===== config.mk =====
export PLATFORM = sky130hd
export DESIGN_NAME = cosine_similarity_stream
export DESIGN_NICKNAME = d
export VERILOG_FILES = /design/src/rtl/core/cssim_pkg.sv /design/src/rtl/core/cosine_similarity_stream.sv
export SDC_FILE = /design/constraint.sdc
export NUM_CORES = 2
export LEC_CHECK = 0
export ABC_AREA = 1
export BUFFER_PORTS_ARGS = -buffer_cell sky130_fd_sc_hd__buf_2
export CAP_MARGIN = 20
export CORE_MARGIN = 1
export CORE_UTILIZATION = 69
export CTS_CLUSTER_SIZE = 10
export DETAILED_ROUTE_END_ITERATION = 10
export PLACE_DENSITY_LB_ADDON = 0.12
export RECOVER_POWER = 25
export SLEW_MARGIN = 20
export SYNTH_ARGS = -nofsm -noshare
export SYNTH_HDL_FRONTEND = slang
export SYNTH_SLANG_ARGS = --single-unit

===== constraint.sdc =====
create_clock -name clk -period 14.1 [get_ports clk]
set_input_delay 2.82 -clock clk [delete_from_list [all_inputs] [get_ports clk]]
set_output_delay 2.82 -clock clk [all_outputs]
set_load 0.005 [all_outputs]

===== src/rtl/core/cssim_pkg.sv =====
package cssim_pkg;

  localparam int SUM_W      = 44;
  localparam int ROOT_W     = 30;
  localparam int PROD_W     = 2 * ROOT_W;
  localparam int SIM_W      = 17;
  localparam int MUL_STEPS  = 16;
  localparam int PMUL_STEPS = ROOT_W;
  // 44 dividend bits followed by 32 fraction zeros
  localparam int DIV_STEPS  = SUM_W + 32;

  localparam logic [31:0]      ROOT_MAGIC   = 32'h1fbd1df5;
  localparam logic [SIM_W-1:0] SIM_MAX      = 17'h1ffff;
  localparam logic [5:0]       NORM_TOP     = 6'd43;
  localparam logic [7:0]       EXP_BIAS     = 8'd95;
  localparam logic [7:0]       ROOT_EXP_ONE = 8'd126;
  localparam logic [7:0]       ROOT_MAX_SH  = 8'd6;

endpackage


===== src/rtl/core/cosine_similarity_stream.sv =====
// Per bin: 16 shift-add multiply steps and one accumulate step before the next
// bin is taken; one bin in flight at a time.
// Last bin: the result comes after the normalize shift, the 30-step root
// multiply and the 76-step divider; a zero norm sum skips all three, and a zero
// root product skips the divider. Output register holds one result.
// Synchronous active-high reset empties the output and clears all three sums.
module cosine_similarity_stream (
  input  logic        clk,
  input  logic        rst,
  input  logic        in_valid,
  output logic        in_stall,
  input  logic [15:0] hist_value,
  input  logic [15:0] model_value,
  input  logic        last_bin,
  output logic        out_valid,
  input  logic        out_stall,
  output logic [16:0] similarity,
  output logic        zero_norm
);

  localparam logic [3:0] ST_IDLE = 4'd0;
  localparam logic [3:0] ST_MUL  = 4'd1;
  localparam logic [3:0] ST_ACC  = 4'd2;
  localparam logic [3:0] ST_NORM = 4'd3;
  localparam logic [3:0] ST_ROOT = 4'd4;
  localparam logic [3:0] ST_PMUL = 4'd5;
  localparam logic [3:0] ST_DCHK = 4'd6;
  localparam logic [3:0] ST_DIV  = 4'd7;
  localparam logic [3:0] ST_OUT  = 4'd8;

  localparam int SW = cssim_pkg::SUM_W;
  localparam int RW = cssim_pkg::ROOT_W;
  localparam int PW = cssim_pkg::PROD_W;

  function automatic logic [SW-1:0] sat_add(input logic [SW-1:0] acc, input logic [31:0] v);
    logic [SW:0] s;
    s = {1'b0, acc} + (SW+1)'(v);
    return s[SW] ? '1 : s[SW-1:0];
  endfunction

  // float encode, magic-constant root, decode to Q6.24
  function automatic logic [RW-1:0] root_decode(input logic [5:0] p, input logic [22:0] mant);
    logic [30:0]   fbits;
    logic [31:0]   r;
    logic [7:0]    er;
    logic [23:0]   sig;
    logic [7:0]    d;
    logic [RW-1:0] res;
    fbits = {8'({2'b00, p}) + cssim_pkg::EXP_BIAS, mant};
    r     = {2'b00, fbits[30:1]} + cssim_pkg::ROOT_MAGIC;
    er    = r[30:23];
    sig   = {1'b1, r[22:0]};
    if (er >= cssim_pkg::ROOT_EXP_ONE) begin
      d = er - cssim_pkg::ROOT_EXP_ONE;
      if (d > cssim_pkg::ROOT_MAX_SH) begin
        d = cssim_pkg::ROOT_MAX_SH;
      end
      res = RW'(sig) << d[2:0];
    end else begin
      d = cssim_pkg::ROOT_EXP_ONE - er;
      if (d >= 8'd32) begin
        res = '0;
      end else begin
        res = RW'(sig >> d[4:0]);
      end
    end
    return res;
  endfunction

  logic [3:0]  state;
  logic [6:0]  cnt;
  logic        last_q;

  logic [31:0] h_sh, m_sh;
  logic [15:0] hb, mb;
  logic [31:0] p_hm, p_hh, p_mm;

  logic [SW-1:0] dot_sum, norm_hist_sum, norm_model_sum;
  logic [SW-1:0] dot_next, nh_sum_next, nm_sum_next;

  logic [SW-1:0] nh, nm, dv;
  logic [5:0]    ph, pm;
  logic          nh_done, nm_done;

  logic [PW-1:0] pa, prod, rem;
  logic [RW-1:0] pb;

  logic [PW:0]   div_t;
  logic          div_ge;
  logic [PW:0]   div_diff;
  logic [17:0]   q_shift;

  logic [16:0] q;
  logic        sat;
  logic        zn;
  logic        out_load;

  assign in_stall = (state != ST_IDLE);
  assign out_load = (state == ST_OUT) && (!out_valid || !out_stall);

  assign dot_next    = sat_add(dot_sum, p_hm);
  assign nh_sum_next = sat_add(norm_hist_sum, p_hh);
  assign nm_sum_next = sat_add(norm_model_sum, p_mm);

  assign nh_done = nh[SW-1] || (ph == '0);
  assign nm_done = nm[SW-1] || (pm == '0);

  // restoring divide step; rem stays below prod so PW bits hold it
  assign div_t    = {rem, dv[SW-1]};
  assign div_ge   = (div_t >= {1'b0, prod});
  assign div_diff = div_t - {1'b0, prod};
  assign q_shift  = {q, div_ge};

  always_ff @(posedge clk) begin
    if (rst) begin
      state     <= ST_IDLE;
      out_valid <= 1'b0;
      dot_sum        <= '0;
      norm_hist_sum  <= '0;
      norm_model_sum <= '0;
    end else begin
      if (out_load) begin
        out_valid <= 1'b1;
      end else if (!out_stall) begin
        out_valid <= 1'b0;
      end

      case (state)
        ST_IDLE: begin
          if (in_valid) begin
            state <= ST_MUL;
          end
        end
        ST_MUL: begin
          if (cnt == 7'(cssim_pkg::MUL_STEPS - 1)) begin
            state <= ST_ACC;
          end
        end
        ST_ACC: begin
          if (!last_q) begin
            dot_sum        <= dot_next;
            norm_hist_sum  <= nh_sum_next;
            norm_model_sum <= nm_sum_next;
            state          <= ST_IDLE;
          end else begin
            dot_sum        <= '0;
            norm_hist_sum  <= '0;
            norm_model_sum <= '0;
            if (nh_sum_next == '0 || nm_sum_next == '0) begin
              state <= ST_OUT;
            end else begin
              state <= ST_NORM;
            end
          end
        end
        ST_NORM: begin
          if (nh_done && nm_done) begin
            state <= ST_ROOT;
          end
        end
        ST_ROOT: begin
          state <= ST_PMUL;
        end
        ST_PMUL: begin
          if (cnt == 7'(cssim_pkg::PMUL_STEPS - 1)) begin
            state <= ST_DCHK;
          end
        end
        ST_DCHK: begin
          state <= (prod == '0) ? ST_OUT : ST_DIV;
        end
        ST_DIV: begin
          if (cnt == 7'(cssim_pkg::DIV_STEPS - 1)) begin
            state <= ST_OUT;
          end
        end
        ST_OUT: begin
          if (out_load) begin
            state <= ST_IDLE;
          end
        end
        default: begin
          state <= ST_IDLE;
        end
      endcase
    end
  end

  always_ff @(posedge clk) begin
    if (out_load) begin
      similarity <= sat ? cssim_pkg::SIM_MAX : q;
      zero_norm  <= zn;
    end

    case (state)
      ST_IDLE: begin
        h_sh   <= {16'd0, hist_value};
        m_sh   <= {16'd0, model_value};
        hb     <= hist_value;
        mb     <= model_value;
        p_hm   <= '0;
        p_hh   <= '0;
        p_mm   <= '0;
        cnt    <= '0;
        last_q <= last_bin;
      end
      ST_MUL: begin
        if (mb[0]) begin
          p_hm <= p_hm + h_sh;
          p_mm <= p_mm + m_sh;
        end
        if (hb[0]) begin
          p_hh <= p_hh + h_sh;
        end
        h_sh <= {h_sh[30:0], 1'b0};
        m_sh <= {m_sh[30:0], 1'b0};
        hb   <= {1'b0, hb[15:1]};
        mb   <= {1'b0, mb[15:1]};
        cnt  <= cnt + 7'd1;
      end
      ST_ACC: begin
        nh  <= nh_sum_next;
        nm  <= nm_sum_next;
        dv  <= dot_next;
        ph  <= cssim_pkg::NORM_TOP;
        pm  <= cssim_pkg::NORM_TOP;
        q   <= '0;
        sat <= 1'b0;
        zn  <= (nh_sum_next == '0 || nm_sum_next == '0);
      end
      ST_NORM: begin
        if (!nh_done) begin
          nh <= {nh[SW-2:0], 1'b0};
          ph <= ph - 6'd1;
        end
        if (!nm_done) begin
          nm <= {nm[SW-2:0], 1'b0};
          pm <= pm - 6'd1;
        end
      end
      ST_ROOT: begin
        pa   <= PW'(root_decode(ph, nh[SW-2:SW-24]));
        pb   <= root_decode(pm, nm[SW-2:SW-24]);
        prod <= '0;
        cnt  <= '0;
      end
      ST_PMUL: begin
        if (pb[0]) begin
          prod <= prod + pa;
        end
        pa  <= {pa[PW-2:0], 1'b0};
        pb  <= {1'b0, pb[RW-1:1]};
        cnt <= cnt + 7'd1;
      end
      ST_DCHK: begin
        rem <= '0;
        cnt <= '0;
        zn  <= (prod == '0);
      end
      ST_DIV: begin
        rem <= div_ge ? div_diff[PW-1:0] : div_t[PW-1:0];
        dv  <= {dv[SW-2:0], 1'b0};
        cnt <= cnt + 7'd1;
        if (q_shift[17]) begin
          q   <= cssim_pkg::SIM_MAX;
          sat <= 1'b1;
        end else begin
          q <= q_shift[16:0];
        end
      end
      default: begin
      end
    endcase
  end

endmodule


==> run_results.csv <==
group,metric,value,unit
setup_path,critPathRequiredTime,14.38,ns
timing,worst_clock_skew,0.0398,ns
placed_design,gp_congestion,1.02,
logic_synthesis,synth_fa_ha_area_share,7.46,%
setup_path,crit_fanout,47,
logic_synthesis,synth_top_family_by_area,"simple AND/OR/NAND/NOR gates",
power,power.density,158,mW/mm^2
clock_network,cts_tree,"done",
run_status,status,"complete, but fails checks",
finish,layout-drive-gt1-share,4.55,%
power,p_leak,27.3,nW
min_path,min_path_type,"flip-flop to flip-flop",
floorplan,io_pins,57,
clock_network,holdBufCountCts,0,
logic_synthesis,synth.area.mux_share,0,%
timing,max_freq,142,MHz
finish,final_area,0.0602,mm^2
min_path,holdPathStages,2,
setup_path,rr_endpoint,"nh[18]",
logic_synthesis,synthesis.area,0.0565,mm^2
finish,fillCellCount,6307,
clock_network,clockBufferDepth,3,
logic_synthesis,synthFlopType,"edfxtp_1",
clock_network,cts_num_sinks,728,
floorplan,start_util,69.9,%
floorplan,core,0.0808,mm^2
timing,slew_violations,465,
logic_synthesis,synth_top_area_cell,"edfxtp_1",
logic_synthesis,synth_compound_area_share,15.3,%
logic_synthesis,synth_edf_count,591,
placed_design,dp_hpwl,126,mm
setup_path,endpoint_kind,"flip-flop",
timing,post-route-period-util,49.9,%
logic_synthesis,synth-seq-area-share,36.3,%
setup_path,cp.arrival,7.31,ns
min_path,hold_end,"dot_sum[42]",
floorplan,die_h,288,um
detailed_routing,via_per_inst,6.24,
clock_network,clk_pin_slew,0.06,ns
logic_synthesis,avgSynthCellArea,7.01,um^2
timing,setup_viol,0,
setup_path,ff2ff_setup_slack,7.07,ns
power,vdd_drop_max,0.000194,V
logic_synthesis,yosys_warnings,0,
floorplan,dieArea,0.0830,mm^2
logic_synthesis,synthXorXnorAreaFrac,2.43,%
logic_synthesis,synthSimpleGateAreaFrac,29.8,%
timing,period_minus_slack,7.03,ns
timing,rsz0062_at_grt,"false",
detailed_routing,dr.pass1.iters,8,
detailed_routing,drtIter0Drc,7260,
clock_network,post_cts_buffers,0,
floorplan,die_w,288,um
placed_design,io_buffers,56,
flow_run,cap_violations,10,
detailed_routing,remaining_drc_errors,0,
min_path,hold_path.startpoint,"dot_sum[42]",
setup_path,rr_worst_depth,6,
logic_synthesis,synthTopCellsByArea,"edfxtp_1 31%, nand2_1 15%, ha_1 7.2%",
grt,grt_use_total,40.8,%
clock_network,cts_buffers,88,
detailed_routing,wire_per_inst,19.0,um
run_status,violations,"max-capacitance violations, max-slew violations",
placed_design,dpl_cell_area,0.0575,mm^2
setup_path,cp-start-kind,"flip-flop",
floorplan,rows,104,
timing,worstMarginPinSlew,3.52,ns
logic_synthesis,async_flop_share,0,%
logic_synthesis,synth_cells,8063,
finish,area_growth,6.48,%
logic_synthesis,yosys.cell_types.count,65,
clock_network,clock-root-buffer,"clkbuf_16",
timing,relSlewSlack,-135,%
clock_network,cts_max_level,3,
finish,mostFrequentLayoutCell,"nand2_1",
grt,grt_first_pass_wirelength,274,mm
finish,final_cell_mix,"2205 x nand2_1, 985 x inv_1, 822 x nor2_1",
finish,num-nets-final,8389,
clock_network,ctsResizeCount,0,
detailed_routing,final_antenna_net_count,0,
logic_synthesis,synth_seq_cells,728,
logic_synthesis,syn-num-nets,8432,
grt,grt_pass1_vias,52800,
clock_network,clk_latency,0.68,ns
grt,grt_max_degree,120,
grt,grt-ovfl-total,0,
timing,hold_viol,0,
setup_path,rr_startpoint,"state[1]",
timing,holdWs,0.466,ns
setup_path,critical_path_class,"flip-flop to flip-flop",
logic_synthesis,synth_top_area_share,31.4,%
detailed_routing,routed_wl,174,mm
detailed_routing,vias,57100,
timing,setup_tns,0,ns
finish,final_core_utilization,74.4,%
grt,grt_antenna_before_repair,3,
Yosys cell counts, types with 45 or more instances:
cell	number
edfxtp_1	591
nor3_1	74
o21ai_0	461
o21a_1	67
ha_1	324
inv_1	986
nand2_1	2206
buf_2	45
a31oi_1	112
nand4_1	131
clkbuf_1	139
xnor2_1	67
nor2_1	828
xor2_1	86
nand3_1	606
dfxtp_1	137
a21oi_1	769
or2_2	57
how the worst max path moves through the flow:
stage,endpoint,startpoint
6_report,nh[18],state[1]
5_1_grt,nh[18],state[1]
4_1_cts,in_stall,state[3]
3_5_place_dp,in_stall,state[3]
3_3_place_gp,in_stall,state[3]
2_1_floorplan,p_hm[0],state[3]
final cells by class:
type | count | area [um^2] | share of cell area (%)
multi-input combinational | 6079 | 31200 | 51.9
sequential | 728 | 20500 | 34.1
inverter | 1028 | 3870 | 6.43
clock buffer | 140 | 2480 | 4.12
tap | 1060 | 1330 | 2.20
timing repair buffer | 95 | 577 | 0.959
clock inverter | 16 | 205 | 0.341
antenna | 1 | 2.50 | 0.00416
registers in the layout, indices dropped and copies added, names as in the netlist, 17 cells and up:
register        flops
pa                 60
prod               60
rem                60
dot_sum            44
dv                 44
nh                 44
nm                 44
norm_hist_sum      44
norm_model_sum     44
h_sh               32
m_sh               32
p_hh               32
p_hm               32
p_mm               32
pb                 30
q                  17
similarity         17
routing by layer:
| metal | part of all wire [%] | GRT usage, % | vias to the layer above |
|---|---|---|---|
| met1 | 41 | 56.1 | 26000 |
| met4 | 4.2 | 15.8 | 4 |
| met2 | 45 | 64.9 | 3524 |
| li1 | - | - | 26900 |
| met3 | 10 | 6.40 | 602 |
| met5 | 0.016 | 0 | - |
critical path, cell delays in order, from the launching register on:
cell and delay (ns):
dfxtp_1 0.52, nand2_1 0.18, nor2_4 0.12, clkbuf_1 1.65, clkinvlp_2 2.05, o21ai_0 1.36
buf_4 0.67
metrics by stage:
step / power [mW] / setup WS (ns) / std cells
after CTS: 9.38 / 8.66 / 9144
after global placement: 7.03 / 9.55 / 8988
after global routing: 10.0 / 6.45 / 9147
final: 9.53 / 7.07 / 9147
after detailed placement: 7.16 / 9.37 / 8988
after floorplan: 6.13 / 5.64 / 8063
power breakdown:
part | switching, mW | internal, mW
registers | 0.323 | 2.98
logic | 2.85 | 1.20
clock network | 0.952 | 1.23
cells by family after synthesis:
kind of cell	after synthesis
flip-flops	728
AO/OA/AOI/OAI	1582
AND/OR/NAND/NOR	4010
adder cells (fa/ha/maj)	332
XOR/XNOR	155
buffers and inverters	1256
Power figures use the tool's default switching activity.
